<file path="config.mk">
export PLATFORM = sky130hd
export DESIGN_NAME = hdr_ctrl
export DESIGN_NICKNAME = d
export VERILOG_FILES = /design/src/rtl/hdr_pkg.sv /design/src/rtl/hdr_ctrl.sv
export VERILOG_INCLUDE_DIRS = /design/src /design/src/rtl
export SDC_FILE = /design/constraint.sdc
export NUM_CORES = 1
export LEC_CHECK = 0
export BUFFER_PORTS_ARGS = -buffer_cell sky130_fd_sc_hd__buf_2
export CAP_MARGIN = 10
export CORE_UTILIZATION = 45
export DETAILED_ROUTE_END_ITERATION = 16
export PLACE_DENSITY = 0.69
export SLEW_MARGIN = 10
export SYNTH_ARGS = -nofsm -noshare
export SYNTH_HDL_FRONTEND = slang
export SYNTH_SLANG_ARGS = --single-unit
</file>
<file path="constraint.sdc">
create_clock -name clock -period 3.5 [get_ports clock]
set_input_delay 0.7 -clock clock [delete_from_list [all_inputs] [get_ports clock]]
set_output_delay 0.7 -clock clock [all_outputs]
set_load 0.01 [all_outputs]
</file>
<file path="src/rtl/hermite_drift_resampler_core_defines.svh">
// Assertion macros shared by the resampler RTL.
// Every assertion is clocked on clock and is disabled while reset is high.
`ifndef HERMITE_DRIFT_RESAMPLER_CORE_DEFINES_SVH
`define HERMITE_DRIFT_RESAMPLER_CORE_DEFINES_SVH
`ifndef NO_ASSERTIONS
`define HDR_ASSERT_IMPL(lbl, ante, cons, msg) \
   lbl: assert property (@(posedge clock) disable iff (reset) (ante) |-> (cons)) \
   else $error(msg);
`define HDR_ASSERT_NEVER(lbl, cond, msg) \
   lbl: assert property (@(posedge clock) disable iff (reset) !(cond)) \
   else $error(msg);
`else
`define HDR_ASSERT_IMPL(lbl, ante, cons, msg)
`define HDR_ASSERT_NEVER(lbl, cond, msg)
`endif
`endif

</file>
<file path="src/rtl/hdr_pkg.sv">
`timescale 1ns / 1ps
`default_nettype none
package hdr_pkg;

   // Most results one input word may cause.
   localparam int unsigned MAX_BURST = 9;

   // Configuration register indexes.
   localparam logic [2:0] CSR_BASE_STEP    = 3'd0;
   localparam logic [2:0] CSR_TARGET_FILL  = 3'd1;
   localparam logic [2:0] CSR_ERROR_LIMIT  = 3'd2;
   localparam logic [2:0] CSR_LOOP_GAIN    = 3'd3;
   localparam logic [2:0] CSR_ADJUST_LIMIT = 3'd4;

   // Configuration reset values.
   localparam logic [31:0] BASE_STEP_RST    = 32'd268435456;
   localparam logic [15:0] TARGET_FILL_RST  = 16'd1920;
   localparam logic [15:0] ERROR_LIMIT_RST  = 16'd4800;
   localparam logic [23:0] LOOP_GAIN_RST    = 24'd26844;
   localparam logic [27:0] ADJUST_LIMIT_RST = 28'd5368709;

   // History taps fetched for one interpolation.
   localparam logic [1:0] RD_KM1 = 2'd0;
   localparam logic [1:0] RD_K   = 2'd1;
   localparam logic [1:0] RD_KP1 = 2'd2;
   localparam logic [1:0] RD_KP2 = 2'd3;

   // Horner steps of the cubic.
   localparam logic [1:0] HS_D2   = 2'd0;
   localparam logic [1:0] HS_D1   = 2'd1;
   localparam logic [1:0] HS_ZERO = 2'd2;

   typedef enum logic [4:0] {
      S_IDLE,
      S_ERR,
      S_GAIN,
      S_TRIM,
      S_STEP,
      S_CHECK,
      S_RD0,
      S_RD1,
      S_RD2,
      S_RD3,
      S_RDW,
      S_COEF,
      S_MUL,
      S_ACC,
      S_FIN,
      S_ADV,
      S_SLOT,
      S_SEND
   } hdr_state_type;

   typedef struct packed {
      logic       take;
      logic       err_en;
      logic       gain_en;
      logic       trim_en;
      logic       step_en;
      logic       rd_en;
      logic [1:0] rd_sel;
      logic       coef_en;
      logic       mul_en;
      logic       acc_en;
      logic [1:0] hstep;
      logic       lane;
      logic       fin_en;
      logic       adv_en;
      logic       send;
      logic       last;
   } hdr_cmd_type;

   typedef struct packed {
      logic behind;
      logic slot_ok;
      logic rsp_free;
   } hdr_status_type;

endpackage
`default_nettype wire

</file>
<file path="src/rtl/hdr_ctrl.sv">
`timescale 1ns / 1ps
`default_nettype none
`include "hermite_drift_resampler_core_defines.svh"
module hdr_ctrl (
   input  wire logic                    clock,
   input  wire logic                    reset,
   input  wire logic                    req_valid,
   output logic                         req_ready,
   input  wire hdr_pkg::hdr_status_type status,
   output hdr_pkg::hdr_cmd_type         cmd
);
   import hdr_pkg::*;

   hdr_state_type state_ff, state_in;
   logic [3:0]    n_ff;
   logic          lane_ff;
   logic [1:0]    hstep_ff;
   logic          pend_ff;
   logic          cont_ff;
   logic          cont_c;

   // Another result is due while the read point trails and the burst has room.
   assign cont_c = status.behind && (n_ff < 4'(MAX_BURST));

   // Next state.
   always_comb begin
      state_in = state_ff;
      unique case (state_ff)
         S_IDLE:  if (req_valid) state_in = S_ERR;
         S_ERR:   state_in = S_GAIN;
         S_GAIN:  state_in = S_TRIM;
         S_TRIM:  state_in = S_STEP;
         S_STEP:  state_in = S_CHECK;
         S_CHECK: begin
            if (pend_ff) state_in = S_SEND;
            else if (cont_c) state_in = S_RD0;
            else state_in = S_IDLE;
         end
         S_RD0:   state_in = S_RD1;
         S_RD1:   state_in = S_RD2;
         S_RD2:   state_in = S_RD3;
         S_RD3:   state_in = S_RDW;
         S_RDW:   state_in = S_COEF;
         S_COEF:  state_in = S_MUL;
         S_MUL:   state_in = S_ACC;
         S_ACC: begin
            if ((hstep_ff == HS_ZERO) && lane_ff) state_in = S_FIN;
            else state_in = S_MUL;
         end
         S_FIN:   state_in = S_ADV;
         S_ADV:   state_in = S_SLOT;
         S_SLOT:  if (status.slot_ok) state_in = S_CHECK;
         S_SEND: begin
            if (status.rsp_free) state_in = cont_ff ? S_RD0 : S_IDLE;
         end
         default: state_in = S_IDLE;
      endcase
   end

   // Commands to the datapath.
   always_comb begin
      cmd        = '0;
      req_ready  = 1'b0;
      cmd.lane   = lane_ff;
      cmd.hstep  = hstep_ff;
      cmd.last   = !cont_ff;
      unique case (state_ff)
         S_IDLE: begin
            req_ready = 1'b1;
            cmd.take  = req_valid;
         end
         S_ERR:   cmd.err_en = 1'b1;
         S_GAIN:  cmd.gain_en = 1'b1;
         S_TRIM:  cmd.trim_en = 1'b1;
         S_STEP:  cmd.step_en = 1'b1;
         S_RD0: begin
            cmd.rd_en  = 1'b1;
            cmd.rd_sel = RD_KM1;
         end
         S_RD1: begin
            cmd.rd_en  = 1'b1;
            cmd.rd_sel = RD_K;
         end
         S_RD2: begin
            cmd.rd_en  = 1'b1;
            cmd.rd_sel = RD_KP1;
         end
         S_RD3: begin
            cmd.rd_en  = 1'b1;
            cmd.rd_sel = RD_KP2;
         end
         S_COEF:  cmd.coef_en = 1'b1;
         S_MUL:   cmd.mul_en = 1'b1;
         S_ACC:   cmd.acc_en = 1'b1;
         S_FIN:   cmd.fin_en = 1'b1;
         S_ADV:   cmd.adv_en = 1'b1;
         S_SEND:  cmd.send = status.rsp_free;
         default: ;
      endcase
   end

   // State, burst count and Horner position.
   always_ff @(posedge clock) begin
      if (reset) begin
         state_ff <= S_IDLE;
         n_ff     <= '0;
         lane_ff  <= 1'b0;
         hstep_ff <= HS_D2;
         pend_ff  <= 1'b0;
         cont_ff  <= 1'b0;
      end else begin
         state_ff <= state_in;
         if (state_ff == S_IDLE) n_ff <= '0;
         if (state_ff == S_CHECK) cont_ff <= cont_c;
         if (state_ff == S_COEF) begin
            lane_ff  <= 1'b0;
            hstep_ff <= HS_D2;
         end
         if (state_ff == S_ACC) begin
            if (hstep_ff == HS_ZERO) begin
               hstep_ff <= HS_D2;
               lane_ff  <= 1'b1;
            end else begin
               hstep_ff <= hstep_ff + 2'd1;
            end
         end
         if (state_ff == S_FIN) begin
            pend_ff <= 1'b1;
            n_ff    <= n_ff + 4'd1;
         end
         if ((state_ff == S_SEND) && status.rsp_free) pend_ff <= 1'b0;
      end
   end

   `HDR_ASSERT_NEVER(burst_cap_held, n_ff > 4'(MAX_BURST), "burst count passed its cap")
   `HDR_ASSERT_NEVER(no_stranded_result, (state_ff == S_IDLE) && pend_ff,
      "idle with an unsent result")
   `HDR_ASSERT_IMPL(send_after_check, state_ff == S_SEND, $past(state_ff) == S_CHECK
      || $past(state_ff) == S_SEND, "send state entered out of order")

endmodule
`default_nettype wire

</file>
# == Word level (Yosys, flattened, before mapping) ==
# Cells that the tools add are included.
# word_totals
inputBits,6
reg_bits,14
# classes
n_lt_le_gt_ge,1
n_reduce_logical,9
addsub,2
mux,29
eq_ne,21
# ops
cell,n
5-bit one-hot mux with 18 select lines,1
"5-bit by 4-bit equality test with 1-bit output, second input constant",8
"5-bit by 3-bit equality test with 1-bit output, second input constant",4
5-bit 2-to-1 mux,4
1-bit 2-to-1 mux,15
3-bit one-hot mux with 4 select lines,1
"5-bit by 2-bit equality test with 1-bit output, second input constant",2
"5-bit equality test, second input constant",2
2-bit 2-to-1 mux,4
4-bit 2-to-1 mux,2
3-bit 2-to-1 mux,2
"2-bit != test, second input constant",3
"5-bit by 1-bit equality test with 1-bit output, second input constant",1
5-bit zero test,1
"4-bit by 1-bit adder with 4-bit output, second input constant",1
"4-bit less-than comparator, second input constant",1
2-bit nonzero test,2
1-bit logical AND,3
3-bit AND reduction,1
"2-bit by 1-bit adder with 2-bit output, second input constant",1
"2-bit equality test, second input constant",1
2-bit OR reduction,1
1-bit zero test,1

# == Logic depth before layout (Yosys ltp) ==
# Gate-level depths: netlist of the first run.
# depth
depth_word,5
depth_mapped,6
ltp_nobuf,6

# == Worst setup path after synthesis of the first run ==
# OpenSTA, ideal clock, no wires.
# synth_timing
path_kind,register to output
startpoint,register state_ff[1]
endpoint,output port cmd[17] (netlist bit)
path_buffers,0
arrival_ns,1.204
path_stages_with_launch,4
t_required_ns,2.800
setup_slack_ns,1.596
path_cell_list,dfxtp_1 -> or3_1 -> nor2_1 -> and2_1
# synth_rtl
item,line_no,rtl
from (decl),hdr_ctrl.sv:14,"hdr_state_type state_ff, state_in;"
from (signal assigned),hdr_ctrl.sv:112,state_ff <= state_in;
to (decl),hdr_ctrl.sv:10,output hdr_pkg::hdr_cmd_type cmd

==> results.ini, run 1 <==
[status]
status=finished, final reports clean

[clock_network]
cts.sinks=14
cts_setup_buffers=0
clockBufferDepth=2
postCtsHoldBufs=0
cts_root_buffer=clkbuf_4
clkSlewWorstSetupHoldPaths_ns=0.10
tritoncts=built
htree_num_levels=1
cts_resized=0
clock_latency_ns=0.28
cts_inserted_buffers=3

[placed_design]
port_buffers=24
hpwl_um=1630
place_congestion=0.801

[worst_setup_path]
cp-end-kind=output port
cp.arrival_ns=1.89
slowest_delay_ns=0.56
endpoint=cmd[7]
cp-start-kind=flop
worstSetupPathType=reg -> out
worst-path-stages=4
r2r_cells=3
cp-startpoint=state_ff[0]
required_ns=2.80
regToRegEndpoint=n_ff[2]
rr_startpoint=state_ff[1]
cp_cell_sequence=or3b_2, or2_1, inv_1, buf_2
cp.buffers_inverters=2
reg2reg_slack_ns=1.61
critPathSlowestCell=dfxtp_1
path_max_fanout=14
critPathTopFamily=simple AND/OR/NAND/NOR gates

[routing]
top_layer_used=met4
wl_met3_um=92
ant_nets=0
drc=0
wirelength_um=2160
num_vias=979
dr.pass1.iters=4
wl_met2_um=1020
drtIter0Drc=23
vias_per_cell=5.56
wl_per_cell_um=12.3
m1WireLength_um=1040

[timing]
tightestPinTransition_ns=0.486
setup_viol=0
clock_skew_ns=0.00765
relSlewSlack_pct=67.5
worst_hold_slack_ns=0.470
rsz0062_at_grt=no
fin_crit_ns=2.59
finalCritPeriodShare_pct=73.9
report.final.slew_viol_count=0
finalHoldViolCount=0
fmax_ghz=0.386
setup_tns_ns=0

[yosys]
synth_seq_cells=14
synth_xor_area_share_pct=0
async_reset_ff_share_pct=0
yosys.area.top_type=dfxtp_1
syn_area_per_cell_um2=7.27
synth_area_um2=952
synth_flop_cell=dfxtp_1
synth_mux_area_share_pct=3.15
synthAdderAreaFrac_pct=2.63
yosysTopAreaCellShare_pct=29.4
synth-simple-area-share_pct=35.2
syn_inst=131
synth_cell_types=40
synth_top_family_by_area=simple AND/OR/NAND/NOR gates
synth-edff-count=0
synth_compound_area_share_pct=20.5
ys_warn_count=0
synth_area_leaders=dfxtp_1, nor2_1, inv_1, a21oi_1, nor3_1
synthesis.nets=139
yosysSeqAreaShare_pct=29.4

[grt]
antenna_found_initial=0
grt_pass1_vias=806
overflow=0
grt_pass1_wl_um=3460
grtUsageTotal_pct=21.3
grt_max_degree=18

[finish]
layout_commonest_cell=buf_2
finalNetCount=158
drive_above_1_share_pct=20.1
final_cell_mix=buf_2, nor2_1, dfxtp_1
syn_to_final_growth_pct=15.2
area.sequential_um2=280
multi_input_area_um2=586
fillers=202
diodes=0

[hold_path]
worstHoldPathCells=1
hp-class=reg -> reg
min-delay-start=n_ff[3]

[floorplan]
fp.coreArea_um2=1980
dieArea_um2=2300
io_pins=25
die_w_um=48
rows=16
fp.dieH_um=48
start_util_pct=48.0

[job]
max-cap-violations=0

[power]
power.density_nw_per_um2=693
p_total_uw=760
ir_drop_v=0.000437
leakage_nw=0.452

-- layout make-up --
cell class / instances / area share (%)
clock buffer: 4 / 3.31
inverter: 11 / 3.76
multi-input combinational: 96 / 53.4
sequential: 14 / 25.5
tap: 27 / 3.08
timing repair buffer: 24 / 10.9
-- state kept, by name, summed over array words and instances (netlist names) --
register / cells
hstep_ff: 2
cont_ff: 1
state_ff: 5
n_ff: 4
pend_ff: 1
lane_ff: 1
-- cell usage after synthesis, types with 2 or more instances --
library cell and count:
o31ai_1 2, nand2_1 5, mux2i_1 3, nor2_1 21, clkbuf_1 4, nor4b_1 2, a21oi_1 7, nand3_1 2
nor3_1 7, or3_1 2, buf_1 2, nand4b_1 2, ha_1 2, o21bai_1 2, nand3b_1 3, nand2b_1 5
dfxtp_1 14, inv_1 11, a31oi_1 4, a221oi_1 2, nor2b_1 4, o21ai_0 3, a211oi_1 3, buf_2 3
-- metal layers --
| metal | track usage [%] | vias up |
|---|---|---|
| met1 | 29.8 | 456 |
| met5 | 0 | - |
| met3 | 4.53 | 2 |
| li1 | - | 499 |
| met4 | 6.67 | 0 |
| met2 | 32.4 | 22 |
-- cell families (layout without fill, tap and decap cells) --
family	count (synthesis)	after routing
buffers and inverters	21	39
adder cells (fa/ha/maj)	2	2
multiplexers	3	3
AND/OR/NAND/NOR	62	62
flip-flops	14	14
AO/OA/AOI/OAI	29	29
-- worst min-delay path by stage --
stage                          to  slack [ns]
after floorplan           n_ff[3]        0.43
after global placement    n_ff[3]        0.45
after detailed placement  n_ff[3]        0.46
after CTS                 n_ff[3]        0.47
after global routing      n_ff[3]        0.50
final                     n_ff[3]        0.47
-- power breakdown --
part           internal [mW]  switching [mW]
clock network         0.0632          0.0557
registers              0.184          0.0716
logic                  0.164           0.222
total                  0.411           0.349
-- per-stage QoR --
step	cells	utilization, %	instance area, µm²	setup WS, ns
CTS	176	55.4	1100	0.916
global placement	172	53.5	1060	1.29
floorplan	131	-	952	1.60
finish	176	55.4	1100	0.912
global route	176	55.4	1100	0.813
detailed placement	172	53.5	1060	1.24
Note: power is estimated with default switching activity, not from simulation.
==> inputs of run 2 (changes only) <==
--- a/config.mk
+++ b/config.mk
@@ -10,7 +10,7 @@
 export CAP_MARGIN = 10
 export CORE_UTILIZATION = 45
 export DETAILED_ROUTE_END_ITERATION = 16
-export PLACE_DENSITY = 0.69
+export PLACE_DENSITY = 0.71
 export SLEW_MARGIN = 10
 export SYNTH_ARGS = -nofsm -noshare
 export SYNTH_HDL_FRONTEND = slang
==> constraint.sdc (replaced) <==
create_clock -name clock -period 2.3 [get_ports clock]
set_input_delay 0.46 -clock clock [delete_from_list [all_inputs] [get_ports clock]]
set_output_delay 0.46 -clock clock [all_outputs]
set_load 0.01 [all_outputs]
==> run 2 against run 1 <==
Register-to-register slack got worse by 1.1 ns. Sequential power rose by 39%. Power rose by 56%. Clock power rose by 50%. Global-route usage did not move. Worst setup slack got worse by 0.80 ns. First-iteration DRC count rose by 78%. Combinational power rose by 69%. Utilization rose by 1.2 points. Largest cell class unchanged. Largest power group unchanged.
==> results.ini, run 2 (synthesized netlist as in run 1, its figures left out) <==
[floorplan]
fp.coreArea_um2=1980  ; unchanged
dieArea_um2=2300  ; unchanged
start_util_pct=48.0  ; unchanged
die_w_um=48  ; unchanged
io_pins=25  ; unchanged
fp.dieH_um=48  ; unchanged
rows=16  ; unchanged

[finish]
drive_above_1_share_pct=22.4  ; +2.2 points
syn_to_final_growth_pct=17.7
layout_commonest_cell=buf_2
reg.largest.list=state_ff: 5 flops, n_ff: 4 flops, hstep_ff: 2 flops
final_cells=179  ; +1.7%
largest_reg_flops=5  ; unchanged
largest_register=state_ff
diodes=0  ; unchanged
finalNetCount=161  ; +1.9%
final_cell_mix=buf_2, nor2_1, dfxtp_1

[clock_network]
clockBufferDepth=2  ; unchanged
cts.sinks=14  ; unchanged
tritoncts=built
postCtsHoldBufs=0  ; unchanged
clock_latency_ns=0.28  ; about the same
cts_setup_buffers=0  ; unchanged
cts_root_buffer=clkbuf_4
clkSlewWorstSetupHoldPaths_ns=0.09  ; about the same
cts_inserted_buffers=3  ; unchanged
htree_num_levels=1  ; unchanged

[status]
status=finished, final reports clean

[routing]
wl_per_cell_um=12.4  ; +1.4%
vias_per_cell=5.65  ; +1.6%
ant_nets=0  ; unchanged
drtIter0Drc=41  ; +78%
dr.pass1.iters=4  ; unchanged
wirelength_um=2230  ; +3.1%
num_vias=1012  ; +3.4%
drc=0  ; unchanged

[timing]
fmax_ghz=0.458
setup_viol=0  ; unchanged
clock_skew_ns=0.00396  ; -0.00369 ns
setup_tns_ns=0  ; unchanged
finalCritPeriodShare_pct=95.0
relSlewSlack_pct=75.7  ; +8.2 points
report.final.slew_viol_count=0  ; unchanged
fin_crit_ns=2.18
rsz0062_at_grt=no
finalHoldViolCount=0  ; unchanged
tightestPinTransition_ns=0.364  ; -0.123 ns

[hold_path]
min_to=n_ff[3]
min-delay-start=n_ff[3]
worstHoldPathCells=1  ; unchanged
hp-class=reg -> reg

[grt]
grt_pass1_vias=794  ; -1.5%
overflow=0  ; unchanged
antenna_found_initial=0  ; unchanged
grtUsageTotal_pct=21.3  ; unchanged
grt_max_degree=18  ; unchanged
grt_pass1_wl_um=3440  ; -0.58%

[worst_setup_path]
cp.arrival_ns=1.72  ; -0.17 ns
path_max_fanout=17  ; +3
rr_startpoint=state_ff[4]
cp-end-kind=output port
r2r_cells=5  ; +2
cp-start-kind=flop
regToRegEndpoint=state_ff[0]
critPathSlowestCell=or3b_2
slowest_delay_ns=0.52  ; -0.04 ns
reg2reg_slack_ns=0.53  ; -1.08 ns
required_ns=1.84  ; -0.96 ns
worstSetupPathType=reg -> out
cp_cell_sequence=or3b_2, or2_1, inv_1, buf_2

[power]
p_int_uw=649  ; +58%
p_total_mw=1.19  ; +56%
clock_power_share_pct=15.0  ; -0.6 points
power.density_nw_per_um2=1060  ; +53%
p_sw_share_pct=45.2  ; -0.68 points
ir_drop_v=0.000633  ; +45%
leakage_nw=0.468  ; +3.6%
p_seq_share_pct=29.9  ; -3.7 points
share_comb_of_total_power_pct=55.1  ; +4.4 points
p_sw_uw=536  ; +54%

[placed_design]
place_congestion=0.843  ; +5.2%
hpwl_um=1710  ; +4.9%
port_buffers=24  ; unchanged
dp.cells=175  ; +1.7%

[job]
max-cap-violations=0  ; unchanged

run 2: changes by cell type in the layout (fill, tap and decap cells not counted):
| cell | change |
|---|---|
| buf_4 | +3 |
| dfxtp_1 | -1 |
| dfxtp_2 | +1 |
run 2: repair_timing:
action / in CTS / in global routing
endpoints found under the setup margin: 1 / 0
gates resized for setup: 1 / 0
hold endpoints to repair: 0 / 0
run 2: worst max-delay path by stage:
stage	cells past startpoint	endpoint	from	slack, ns
2_1_floorplan	3	cmd[17]	state_ff[1]	0.64
3_3_place_gp	3	cmd[3]	state_ff[1]	0.38
3_5_place_dp	3	cmd[3]	state_ff[1]	0.32
4_1_cts	4	cmd[7]	state_ff[1]	0.11
5_1_grt	4	cmd[7]	state_ff[3]	0.006
6_report	4	cmd[7]	state_ff[1]	0.12
run 2: area by class of cell:
cell class,count,area (µm²)
Clock buffer,4,36.3
Fill cell,193,861
Inverter,11,41.3
Multi-Input combinational cell,96,586
Sequential cell,14,282
Tap cell,27,33.8
Timing Repair Buffer,27,143
run 2: power by group through the flow:
stage	registers [mW]	logic, mW	clock network (mW)
final	0.355	0.653	0.178
after global routing	0.363	0.729	0.196
after CTS	0.353	0.650	0.183
after detailed placement	0.356	0.646	0
after global placement	0.349	0.644	0
after floorplan	0.311	0.519	0
run 2: critical path, delay by kind of cell (launching register included):
family        cells  cell delay [ns]
buf+inv           2             0.25
simple gates      2             0.78
flops             1             0.41
run 2: stage by stage:
| step | hold slack, ns | util [%] | cell area [µm²] | worst slack [ns] |
|---|---|---|---|---|
| after floorplan | 0.432 | - | 952 | 0.636 |
| after global placement | 0.449 | 54.7 | 1080 | 0.379 |
| after detailed placement | 0.460 | 54.7 | 1080 | 0.318 |
| after CTS | 0.476 | 56.6 | 1120 | 0.113 |
| after global routing | 0.485 | 56.6 | 1120 | 0.00609 |
| final | 0.476 | 56.6 | 1120 | 0.116 |
run 2: routing by layer:
layer / global-route usage [%] / wire length [µm] / vias up
li1: - / - / 508
met1: 28.9 / 1020 / 469
met2: 34.3 / 1090 / 31
met3: 4.53 / 97 / 4
met4: 5.00 / 21 / 0
met5: 0 / 0 / -
